==> src/rtl/odhp_pkg.sv <==
package odhp_pkg;

	localparam int QUEUE_DEPTH = 2;

	localparam int ID_W = 62;

	// result kinds
	localparam logic [1:0] KIND_HEADER  = 2'd0;
	localparam logic [1:0] KIND_PAYLOAD = 2'd1;
	localparam logic [1:0] KIND_STATUS  = 2'd2;

	// end-of-datagram status codes
	localparam logic [1:0] ST_OK          = 2'd0;
	localparam logic [1:0] ST_UNSUPPORTED = 2'd1;
	localparam logic [1:0] ST_TRUNCATED   = 2'd2;

	// object types
	localparam logic [ID_W-1:0] TYPE_PLAIN    = 62'h00;
	localparam logic [ID_W-1:0] TYPE_EXTENDED = 62'h01;

	localparam logic [5:0] VARINT_LOW_MASK = 6'h3F;

	// one request from the front to the back: up to two results
	typedef struct packed {
		logic            has_first;  // header or payload result
		logic            first_hdr;  // 1 header, 0 payload
		logic [7:0]      pay_byte;
		logic            has_status;
		logic [1:0]      status;
		logic [ID_W-1:0] alias_val;
		logic [ID_W-1:0] group_val;
		logic [ID_W-1:0] object_val;
		logic [7:0]      prio;
	} entry_t;

endpackage

==> src/rtl/object_datagram_header_parser.sv <==
// Object datagram header parser.
// Input channel (in_valid / in_stall): one datagram byte per request, with
// end_of_datagram high on the final byte. Output channel (out_valid /
// out_stall): one result per request - a header (kind 0) once the type,
// track alias, group id, object id, priority and any extension list are
// consumed, a payload byte (kind 1) for every byte after that, and an
// end-of-datagram status (kind 2: ok, unsupported type, truncated) after
// each final byte. last marks the final result caused by one input byte.
// Timing: a byte is taken every cycle while the two-entry request queue
// between the byte parser and the result stage has room; its results pass
// through that queue and then the output register, and a status behind a
// header or payload result follows it as a separate result. The result
// stage sends one result per cycle while out_stall is low, so a final byte
// with two results holds it longer; with no gaps in the input that can fill
// the queue and raise in_stall. Otherwise the rate is one byte per cycle.
// Stall: while out_stall is high the output register holds; the queue
// fills and in_stall rises once it is full.
// Reset: the parser returns to expecting a type field, the queue empties
// and out_valid drops.
module object_datagram_header_parser #(
	parameter int QDEPTH = odhp_pkg::QUEUE_DEPTH
) (
	input  logic                       clk,
	input  logic                       arst_n,
	input  logic                       in_valid,
	output logic                       in_stall,
	input  logic [7:0]                 data_byte,
	input  logic                       end_of_datagram,
	output logic                       out_valid,
	input  logic                       out_stall,
	output logic [1:0]                 kind,
	output logic [odhp_pkg::ID_W-1:0]  alias_num,
	output logic [odhp_pkg::ID_W-1:0]  group_num,
	output logic [odhp_pkg::ID_W-1:0]  object_num,
	output logic [7:0]                 priority_res,
	output logic [7:0]                 payload_byte,
	output logic [1:0]                 status,
	output logic                       last
);
	import odhp_pkg::*;

	entry_t q_in, q_head;
	logic   q_push, q_pop, q_empty, q_full;

	// front: varint decode and phase tracking
	odhp_front u_front (
		.clk             (clk),
		.arst_n          (arst_n),
		.valid           (in_valid),
		.stall           (in_stall),
		.data_byte       (data_byte),
		.end_of_datagram (end_of_datagram),
		.q_full          (q_full),
		.q_push          (q_push),
		.q_entry         (q_in)
	);

	// requests waiting for the result stage
	odhp_queue #(
		.DEPTH (QDEPTH)
	) u_queue (
		.clk        (clk),
		.arst_n     (arst_n),
		.push       (q_push),
		.push_entry (q_in),
		.pop        (q_pop),
		.head       (q_head),
		.empty      (q_empty),
		.full       (q_full)
	);

	// back: serializes each request into one or two results
	odhp_back u_back (
		.clk          (clk),
		.arst_n       (arst_n),
		.head         (q_head),
		.q_empty      (q_empty),
		.q_pop        (q_pop),
		.valid        (out_valid),
		.stall        (out_stall),
		.kind         (kind),
		.alias_num    (alias_num),
		.group_num    (group_num),
		.object_num   (object_num),
		.priority_res (priority_res),
		.payload_byte (payload_byte),
		.status       (status),
		.last         (last)
	);

	a_no_push_when_full: assert property (@(posedge clk) disable iff (!arst_n)
		q_push |-> !q_full)
		else $error("request pushed into full queue");

	a_no_pop_when_empty: assert property (@(posedge clk) disable iff (!arst_n)
		q_pop |-> !q_empty)
		else $error("request popped from empty queue");

	a_status_is_last: assert property (@(posedge clk) disable iff (!arst_n)
		(out_valid && kind == KIND_STATUS) |-> last)
		else $error("status result not marked last");

	a_ids_only_on_header: assert property (@(posedge clk) disable iff (!arst_n)
		(out_valid && kind != KIND_HEADER) |-> (alias_num == '0 && priority_res == '0))
		else $error("header fields set on non-header result");

endmodule

==> src/rtl/odhp_front.sv <==
module odhp_front (
	input  logic                 clk,
	input  logic                 arst_n,
	input  logic                 valid,
	output logic                 stall,
	input  logic [7:0]           data_byte,
	input  logic                 end_of_datagram,
	input  logic                 q_full,
	output logic                 q_push,
	output odhp_pkg::entry_t     q_entry
);
	import odhp_pkg::*;

	typedef enum logic [3:0] {
		PH_TYPE,
		PH_ALIAS,
		PH_GROUP,
		PH_OBJECT,
		PH_PRIO,
		PH_EXTCOUNT,
		PH_EXTKEY,
		PH_EXTLEN,
		PH_EXTVAL,
		PH_PAYLOAD,
		PH_DISCARD
	} phase_t;

	phase_t          phase_q, phase_n;
	logic [ID_W-1:0] vv_q, vv_n;
	logic [2:0]      left_q, left_n;
	logic            hx_q, hx_n;
	logic [ID_W-1:0] alias_q, alias_n;
	logic [ID_W-1:0] group_q, group_n;
	logic [ID_W-1:0] object_q, object_n;
	logic [7:0]      prio_q, prio_n;
	logic [ID_W-1:0] ext_q, ext_n;
	logic [ID_W-1:0] skip_q, skip_n;

	logic            accept;
	logic [ID_W-1:0] fv_val;
	logic [2:0]      fv_left;
	logic            fv_done;
	logic [ID_W-1:0] ext_dec;
	logic [ID_W-1:0] skip_dec;
	logic            emit_hdr;
	logic            emit_pay;
	logic [1:0]      st;

	assign stall  = q_full;
	assign accept = valid && !q_full;

	// varint byte step
	always_comb begin
		if (left_q == 3'd0) begin
			fv_val = {{(ID_W-6){1'b0}}, data_byte[5:0] & VARINT_LOW_MASK};
			case (data_byte[7:6])
				2'd0:    fv_left = 3'd0;
				2'd1:    fv_left = 3'd1;
				2'd2:    fv_left = 3'd3;
				default: fv_left = 3'd7;
			endcase
		end else begin
			fv_val  = {vv_q[ID_W-9:0], data_byte};
			fv_left = left_q - 3'd1;
		end
		fv_done = (fv_left == 3'd0);
	end

	assign ext_dec  = (ext_q != '0) ? ext_q - 1'b1 : ext_q;
	assign skip_dec = (skip_q != '0) ? skip_q - 1'b1 : skip_q;

	always_comb begin
		phase_n  = phase_q;
		vv_n     = vv_q;
		left_n   = left_q;
		hx_n     = hx_q;
		alias_n  = alias_q;
		group_n  = group_q;
		object_n = object_q;
		prio_n   = prio_q;
		ext_n    = ext_q;
		skip_n   = skip_q;
		emit_hdr = 1'b0;
		emit_pay = 1'b0;
		st       = ST_OK;

		case (phase_q)
			PH_TYPE: begin
				vv_n   = fv_val;
				left_n = fv_left;
				if (fv_done) begin
					if (fv_val == TYPE_PLAIN || fv_val == TYPE_EXTENDED) begin
						hx_n    = (fv_val == TYPE_EXTENDED);
						phase_n = PH_ALIAS;
					end else begin
						phase_n = PH_DISCARD;
					end
				end
			end
			PH_ALIAS: begin
				vv_n   = fv_val;
				left_n = fv_left;
				if (fv_done) begin
					alias_n = fv_val;
					phase_n = PH_GROUP;
				end
			end
			PH_GROUP: begin
				vv_n   = fv_val;
				left_n = fv_left;
				if (fv_done) begin
					group_n = fv_val;
					phase_n = PH_OBJECT;
				end
			end
			PH_OBJECT: begin
				vv_n   = fv_val;
				left_n = fv_left;
				if (fv_done) begin
					object_n = fv_val;
					phase_n  = PH_PRIO;
				end
			end
			PH_PRIO: begin
				prio_n = data_byte;
				if (hx_q) begin
					phase_n = PH_EXTCOUNT;
				end else begin
					phase_n  = PH_PAYLOAD;
					emit_hdr = 1'b1;
				end
			end
			PH_EXTCOUNT: begin
				vv_n   = fv_val;
				left_n = fv_left;
				if (fv_done) begin
					ext_n = fv_val;
					if (fv_val == '0) begin
						phase_n  = PH_PAYLOAD;
						emit_hdr = 1'b1;
					end else begin
						phase_n = PH_EXTKEY;
					end
				end
			end
			PH_EXTKEY: begin
				vv_n   = fv_val;
				left_n = fv_left;
				if (fv_done) begin
					phase_n = PH_EXTLEN;
				end
			end
			PH_EXTLEN: begin
				vv_n   = fv_val;
				left_n = fv_left;
				if (fv_done) begin
					skip_n = fv_val;
					if (fv_val == '0) begin
						// zero-length value: extension done now
						ext_n = ext_dec;
						if (ext_dec == '0) begin
							phase_n  = PH_PAYLOAD;
							emit_hdr = 1'b1;
						end else begin
							phase_n = PH_EXTKEY;
						end
					end else begin
						phase_n = PH_EXTVAL;
					end
				end
			end
			PH_EXTVAL: begin
				skip_n = skip_dec;
				if (skip_dec == '0) begin
					ext_n = ext_dec;
					if (ext_dec == '0) begin
						phase_n  = PH_PAYLOAD;
						emit_hdr = 1'b1;
					end else begin
						phase_n = PH_EXTKEY;
					end
				end
			end
			PH_PAYLOAD: begin
				emit_pay = 1'b1;
			end
			default: begin
				phase_n = PH_DISCARD;
			end
		endcase

		case (phase_n)
			PH_PAYLOAD: st = ST_OK;
			PH_DISCARD: st = ST_UNSUPPORTED;
			default:    st = ST_TRUNCATED;
		endcase

		if (end_of_datagram) begin
			phase_n = PH_TYPE;
			vv_n    = '0;
			left_n  = 3'd0;
			hx_n    = 1'b0;
			ext_n   = '0;
			skip_n  = '0;
		end
	end

	always_comb begin
		q_entry.has_first  = emit_hdr || emit_pay;
		q_entry.first_hdr  = emit_hdr;
		q_entry.pay_byte   = data_byte;
		q_entry.has_status = end_of_datagram;
		q_entry.status     = st;
		q_entry.alias_val  = alias_n;
		q_entry.group_val  = group_n;
		q_entry.object_val = object_n;
		q_entry.prio       = prio_n;
	end

	assign q_push = accept && (emit_hdr || emit_pay || end_of_datagram);

	always_ff @(posedge clk or negedge arst_n) begin
		if (!arst_n) begin
			phase_q  <= PH_TYPE;
			vv_q     <= '0;
			left_q   <= 3'd0;
			hx_q     <= 1'b0;
			alias_q  <= '0;
			group_q  <= '0;
			object_q <= '0;
			prio_q   <= '0;
			ext_q    <= '0;
			skip_q   <= '0;
		end else if (accept) begin
			phase_q  <= phase_n;
			vv_q     <= vv_n;
			left_q   <= left_n;
			hx_q     <= hx_n;
			alias_q  <= alias_n;
			group_q  <= group_n;
			object_q <= object_n;
			prio_q   <= prio_n;
			ext_q    <= ext_n;
			skip_q   <= skip_n;
		end
	end

endmodule

==> src/rtl/odhp_queue.sv <==
module odhp_queue #(
	parameter int DEPTH = odhp_pkg::QUEUE_DEPTH
) (
	input  logic             clk,
	input  logic             arst_n,
	input  logic             push,
	input  odhp_pkg::entry_t push_entry,
	input  logic             pop,
	output odhp_pkg::entry_t head,
	output logic             empty,
	output logic             full
);
	import odhp_pkg::*;

	localparam int PTR_W = (DEPTH > 1) ? $clog2(DEPTH) : 1;
	localparam int CNT_W = $clog2(DEPTH + 1);

	entry_t           mem_q [DEPTH];
	logic [PTR_W-1:0] wr_q, rd_q;
	logic [CNT_W-1:0] cnt_q;

	assign empty = (cnt_q == '0);
	assign full  = (cnt_q == CNT_W'(DEPTH));
	assign head  = mem_q[rd_q];

	always_ff @(posedge clk) begin
		if (push) begin
			mem_q[wr_q] <= push_entry;
		end
	end

	always_ff @(posedge clk or negedge arst_n) begin
		if (!arst_n) begin
			wr_q  <= '0;
			rd_q  <= '0;
			cnt_q <= '0;
		end else begin
			if (push) begin
				wr_q <= (wr_q == PTR_W'(DEPTH - 1)) ? '0 : wr_q + 1'b1;
			end
			if (pop) begin
				rd_q <= (rd_q == PTR_W'(DEPTH - 1)) ? '0 : rd_q + 1'b1;
			end
			case ({push, pop})
				2'b10:   cnt_q <= cnt_q + 1'b1;
				2'b01:   cnt_q <= cnt_q - 1'b1;
				default: cnt_q <= cnt_q;
			endcase
		end
	end

endmodule

==> src/rtl/odhp_back.sv <==
module odhp_back (
	input  logic                       clk,
	input  logic                       arst_n,
	input  odhp_pkg::entry_t           head,
	input  logic                       q_empty,
	output logic                       q_pop,
	output logic                       valid,
	input  logic                       stall,
	output logic [1:0]                 kind,
	output logic [odhp_pkg::ID_W-1:0]  alias_num,
	output logic [odhp_pkg::ID_W-1:0]  group_num,
	output logic [odhp_pkg::ID_W-1:0]  object_num,
	output logic [7:0]                 priority_res,
	output logic [7:0]                 payload_byte,
	output logic [1:0]                 status,
	output logic                       last
);
	import odhp_pkg::*;

	logic valid_q;
	logic second_q;   // first result of head already sent
	logic load;
	logic send_first;
	logic send_hdr;
	logic send_pay;

	assign load       = (!valid_q || !stall) && !q_empty;
	assign send_first = head.has_first && !second_q;
	assign send_hdr   = send_first && head.first_hdr;
	assign send_pay   = send_first && !head.first_hdr;
	assign q_pop      = load && !(send_first && head.has_status);
	assign valid      = valid_q;

	always_ff @(posedge clk or negedge arst_n) begin
		if (!arst_n) begin
			valid_q  <= 1'b0;
			second_q <= 1'b0;
		end else begin
			if (load) begin
				valid_q  <= 1'b1;
				second_q <= send_first && head.has_status;
			end else if (!stall) begin
				valid_q <= 1'b0;
			end
		end
	end

	always_ff @(posedge clk) begin
		if (load) begin
			kind         <= send_hdr ? KIND_HEADER : (send_pay ? KIND_PAYLOAD : KIND_STATUS);
			alias_num    <= send_hdr ? head.alias_val : '0;
			group_num    <= send_hdr ? head.group_val : '0;
			object_num   <= send_hdr ? head.object_val : '0;
			priority_res <= send_hdr ? head.prio : 8'h00;
			payload_byte <= send_pay ? head.pay_byte : 8'h00;
			status       <= send_first ? ST_OK : head.status;
			last         <= send_first ? !head.has_status : 1'b1;
		end
	end

endmodule

==> config.mk <==
export PLATFORM = sky130hd
export DESIGN_NAME = object_datagram_header_parser
export DESIGN_NICKNAME = d
export VERILOG_FILES = /design/src/rtl/odhp_pkg.sv /design/src/rtl/object_datagram_header_parser.sv /design/src/rtl/odhp_front.sv /design/src/rtl/odhp_queue.sv /design/src/rtl/odhp_back.sv
export SDC_FILE = /design/constraint.sdc
export NUM_CORES = 2
export LEC_CHECK = 0
export BUFFER_PORTS_ARGS = -buffer_cell sky130_fd_sc_hd__buf_4
export CORE_MARGIN = 2
export CORE_UTILIZATION = 45
export DETAILED_ROUTE_END_ITERATION = 12
export PLACE_DENSITY_LB_ADDON = 0.1
export SETUP_SLACK_MARGIN = 0.2
export SYNTH_ARGS = -nofsm -noshare
export SYNTH_HDL_FRONTEND = slang
export SYNTH_SLANG_ARGS = --single-unit
==> constraint.sdc <==
create_clock -name clk -period 35.8 [get_ports clk]
set_clock_uncertainty 0.1 [all_clocks]
set_input_delay 3.58 -clock clk [delete_from_list [all_inputs] [get_ports clk]]
set_output_delay 3.58 -clock clk [all_outputs]
set_load 0.02 [all_outputs]
# == Word level (Yosys, flattened, before mapping) ==
# Memories as Yosys holds them, arrays and structs flattened.
# Cells that the tools add are included.
# word_totals
memories,1
ff_bits,593
out_inout_bits,209
mem_bits_rw,414
# op_classes
mux,61
eq_ne,22
n_addsub,7
reduce_logical,42
# memory_table
memory,words,width,rd,rd_clocked_by_memory_dff,write_ports,line_no,text
u_queue.mem_q,2,207,1,0,1,odhp_queue.sv:18,entry_t mem_q [DEPTH];
# op_table
operator,n
$mux W62,15
$logic_not A62 Y1,3
$pmux W62 S3,1
$pmux W62 S2,1
$reduce_bool A62 Y1,2
$sub A62 B1 Y62 const B,2
$mux W54,2
$eq A62 B1 Y1 const B,1
$mux W4,14
$pmux W4 S10,1
$mux W1,18
$eq A4 B3 Y1 const B,4
$eq A4 B4 Y1 const B,4
$ne A3 B2 Y1 const B,4
$reduce_bool A2 Y1,5
$mux W3,3
$pmux W3 S3,1
$eq A4 B2 Y1 const B,2
$logic_and A1 B1 Y1,8
$logic_not A1 Y1,8
$mux W8,1
$pmux W2 S2,2
$reduce_or A7 Y1,1
$eq A2 B2 Y1 const B,3
19 further kinds,26

# == Depth between registers and ports, before layout ==
# logic_depth
depth_word,12
mapped_depth,18
depth_no_buf,16

# == Hierarchy ==
# A second synthesis with hierarchy kept.
# hier_totals
hier_cells,4132
hier_area_um2,45707.6
# modules_own_cells
module,seq_area_each_um2,area_per_inst_um2,n_inst,cells_each
odhp_front,9509.1,22461.5,1,3028
odhp_queue,12532.0,15534.9,1,660
odhp_back,6266.0,7711.1,1,444

# == Worst setup path before layout ==
# OpenSTA, ideal clock, no wires.
# synth_timing
path_kind,input port to flip-flop
startpoint,in out_stall
endpoint,reg u_queue.cnt_q[1]
t_arrival_ps,15132
slack_ps,20488
n_path_buf,0
path_stages,5
t_required_ps,35621
setup_ps,79
cell_sequence,a21oi_1 and2_1 ha_1 nor2_1 xor2_1
# synth_between
elab_chain_cells,6
# synth_rtl
element,line_no,text
"start, declared",object_datagram_header_parser.sv:30,"input logic out_stall,"
$logic_not A1 Y1 (*),odhp_back.sv:27,assign load = (!valid_q || !stall) && !q_empty;
$logic_or A1 B1 Y1 (*),odhp_back.sv:27,
$logic_and A1 B1 Y1 (*),odhp_back.sv:27,
$logic_and A1 B1 Y1 (*),odhp_back.sv:31,assign q_pop = load && !(send_first && head.has_status);
via q_pop,object_datagram_header_parser.sv:43,"logic q_push, q_pop, q_empty, q_full;"
$eq A2 B1 Y1 / $eq A2 B2 Y1 (equally long branches),odhp_queue.sv:44,"case ({push, pop})"
$pmux W2 S2 / $reduce_bool A2 Y1 (equally long branches),--,
"end signal, assigned",odhp_queue.sv:45,2'b10: cnt_q <= cnt_q + 1'b1;
"end signal, assigned",odhp_queue.sv:46,2'b01: cnt_q <= cnt_q - 1'b1;
"end signal, assigned",odhp_queue.sv:47,default: cnt_q <= cnt_q;
"end, declared",odhp_queue.sv:20,logic [CNT_W-1:0] cnt_q;
# Mark *: on every way through the listed nets, which the timed path passes. The rest lies on a longest branch.
# A chain may end at the register's enable or synchronous reset.

# == Final worst setup path ==
# layout_timing
startpoint,reg u_front.skip_q[0]
endpoint,mem u_queue.mem_q[0][151] (netlist bit) (enable)
# layout_between
elab_chain_cells,10
# layout_rtl
element,line_no,text
"start, declared",odhp_front.sv:37,"logic [ID_W-1:0] skip_q, skip_n;"
"start signal, assigned",odhp_front.sv:244,skip_q <= skip_n;
$sub A62 B1 Y62 / $reduce_bool A62 Y1 (equally long branches),odhp_front.sv:70,assign skip_dec = (skip_q != '0) ? skip_q - 1'b1 : skip_q;
$mux W62 (*),odhp_front.sv:70,
$logic_not A62 Y1 (*),odhp_front.sv:174,if (skip_dec == '0) begin
$mux W1 (*),odhp_front.sv:174,
$pmux W1 S4 (*),odhp_front.sv:87,case (phase_q)
$logic_or A1 B1 Y1 (*) (2 in a row),odhp_front.sv:220,assign q_push = accept && (emit_hdr || emit_pay || end_of_datagram);
$logic_and A1 B1 Y1 (*),odhp_front.sv:220,
$mux W1 (*),odhp_queue.sv:27,if (push) begin
$mux W1 (not written as such) (*),odhp_queue.sv:28,mem_q[wr_q] <= push_entry;
"end, declared",odhp_queue.sv:18,
# Mark *: on every way between the ends. The rest lies on a longest branch, timed or not.

==> impl_metrics.ini <==
[detailed_routing]
drtIter0Drc = 2905
wire_per_inst_um = 24.1
ant_nets = 0
drc_errors = 0
routed_wl_um = 128000
viasPerCell = 5.78
vias = 30800
dr.pass1.iters = 5

[yosys]
syn_nets = 3821
synth-compound-area-share = 0.0984
ys.flop_type = edfxtp_1
netlist_instances = 3802
synthAdderAreaFrac = 0.00169
synth_seq_cells = 1007
seq_area_frac_synth = 0.636
avgSynthCellArea_um2 = 11.7
yosys-mux-area-fraction = 0.0982
synth_top_family_by_area = simple AND/OR/NAND/NOR gates
synth_cell_types = 78
synth-async-reset-ratio = 0.383
synth-edff-count = 621
synth-xor-area-share = 0.0100
synth_warnings = 0
synth-simple-area-share = 0.131
synth_area_mm2 = 0.0445

[power]
seqPwrFrac = 0.352
power.density_mw_per_mm2 = 88.9
p_sw_mw = 1.81
pwr-share-clk = 0.241
vdd_ir_drop_max_v = 0.0000626
leakage_nw = 20.7
p_int_mw = 2.72
sw_frac_of_total = 0.399
comb_power_share = 0.407

[cts]
worstSkewPairLatency_ps = 700
cts_num_sinks = 1007
root_buffer = clkbuf_16
hold_buffers = 0
clk_path_buf_depth = 3
post_cts_resized = 0
htreeDepth = 3
cts_setup_buffers = 0
path_clk_slew_ps = 60
cts_buffers = 105
tritoncts = built

[sta]
slew_headroom = 0.327
max_freq_mhz = 110
period_needed_ps = 9110
fin_worst_hold_slack_ps = 371
setup_tns_ps = 0
drv_slew = 0
grt_setup_unrepaired = no
post-route-period-util = 0.254
worst_slew_pin_slew_ps = 1010
hold_viol_final = 0
report.final.setup_viol = 0

[critical_path]
cp-end-kind = flip-flop
cp.arrival_ps = 9330
path_class = reg2reg
critical_path.max_fanout = 64
required_ps = 36020
startpoint_type = flip-flop

[floorplanning]
pin_count = 222
initial_utilization = 0.453
die_area_mm2 = 0.101
core_mm2 = 0.0981
fp-row-count = 115
die_x_um = 318
die_h_um = 318

[grt]
grt_pass1_vias = 29500
grt_first_pass_wirelength_um = 193000
grt_max_degree = 116
top_usage_layer = met2
met3_usage = 0.0394
overflow = 0
met2_usage = 0.397
grt_usage = 0.251
antenna_found_initial = 5
grt_use_met1 = 0.362

[final_layout]
final_cell_mix = 621 x edfxtp_1, 456 x nand2_1, 424 x o21ai_0, 412 x nor2_1, 385 x dfrtp_1
final_common_cell = edfxtp_1
finalNetCount = 3975
area_delta_synth_final_pct = 14.3
drive_gt1_frac = 0.170
fillers = 8582
stdcell_area_mm2 = 0.0509

[min_path]
min_path_type = reg2reg

[placed_design]
place.gp.congestion = 0.957
portBuffers = 221
dpl-instance-area_mm2 = 0.0474
detailed_place_hpwl_um = 85500

[flow_run]
cap_violations = 0

[outcome]
outcome = finished clean
[per-stage QoR]
stage	total power, mW	utilization	setup WS (ps)	instances
after floorplan	2.82	-	20490	3802
final	4.52	0.518	26690	5335
after CTS	4.54	0.518	26680	5334
after global placement	3.45	0.483	26090	5136
after global routing	4.73	0.518	26100	5334
after detailed placement	3.44	0.483	25950	5136
[state kept, by name, indices dropped and copies added (netlist names), 3 cells and up]
name	count
u_front.group_q	62
u_back.object_num	62
u_queue.mem_q	414
u_front.skip_q	62
u_front.phase_q	4
u_back.payload_byte	8
u_front.left_q	3
u_back.priority_res	8
u_back.group_num	62
u_front.alias_q	62
u_back.alias_num	62
u_front.prio_q	8
u_front.object_q	62
u_front.ext_q	62
u_front.vv_q	54
[power groups by stage]
stage / registers (mW) / clock network, mW / logic, mW
after floorplan: 1.75 / 0 / 1.07
after global placement: 1.61 / 0 / 1.84
after detailed placement: 1.62 / 0 / 1.83
after CTS: 1.59 / 1.11 / 1.83
after global routing: 1.61 / 1.16 / 1.96
final: 1.59 / 1.09 / 1.84
[cells in the mapped netlist (all sizes together), types with 7 or more instances]
library cell,count,share of area
nor2,418,0.035
o21ai,429,0.048
and4,9,0.0018
xnor2,35,0.0069
edfxtp,621,0.42
a21o,7,0.0012
o22ai,28,0.0039
nand3b,11,0.0019
nor2b,10,0.0014
a22o,24,0.0047
mux2,204,0.052
nand3,59,0.0066
a21oi,117,0.013
dfrtp,386,0.22
or2,14,0.0020
and2,12,0.0017
xor2,16,0.0031
nand2b,11,0.0015
mux2i,207,0.047
a211oi,12,0.0022
or4,29,0.0051
nand2,460,0.039
o31ai,15,0.0025
and3,12,0.0017
o211ai,13,0.0024
nor4b,7,0.0015
inv,44,0.0037
clkbuf,203,0.017
or3,23,0.0033
nor4,88,0.013
buf,30,0.0032
nor3,83,0.0096
a31oi,65,0.0091
nand4,34,0.0048
[critical path, cell delays in order (launching register included)]
cell and delay (ps):
dfrtp_1 470, inv_1 250, ha_1 280, or4b_1 630, nor4_1 230, buf_4 220, nand3_1 300, nor4_1 690
xnor2_1 260, nand4_1 140, nor4_1 540, nand4_1 500, a211oi_1 420, o31ai_1 250, nor2_4 480, buf_4 650
buf_4 820, buf_4 610, buf_4 640
[metal layers]
layer / wire length, µm / vias to the layer above
met5: 0 / -
met4: 3300 / 0
met3: 7110 / 208
met2: 59600 / 987
met1: 58400 / 15400
li1: - / 14300
[kinds of logic after synthesis]
logic type | Yosys count
compound gates | 762
xor+xnor | 51
fa+ha+maj | 6
buf+inv | 277
flops | 1007
mux | 411
simple gates | 1288
[path summary, 6_finish.rpt]
kind,cells after the start,from,slack (ps),endpoint
max,18,u_front.skip_q[0],26690,u_queue.mem_q[0][151]
min,2,u_front.object_q[5],370,u_front.object_q[5]
max reg2reg,18,u_front.skip_q[0],26690,u_queue.mem_q[0][151]
min reg2reg,2,u_front.object_q[5],370,u_front.object_q[5]
max in group asynchronous,4,arst_n,29910,u_queue.rd_q
min in group asynchronous,1,arst_n,2840,u_front.alias_q[35]
[final cells by class]
class,instances,area (µm²),share of cell area
repair buffers,280,2110,0.0415
diodes,1,2.50,0.0000492
well taps,1287,1610,0.0317
clock inverters,45,472,0.00927
multi-input cells,2518,15200,0.299
flip-flops and latches,1007,28300,0.557
clock buffers,153,2980,0.0586
inverters,44,165,0.00325
No activity file was read; power rests on OpenSTA's default activity.
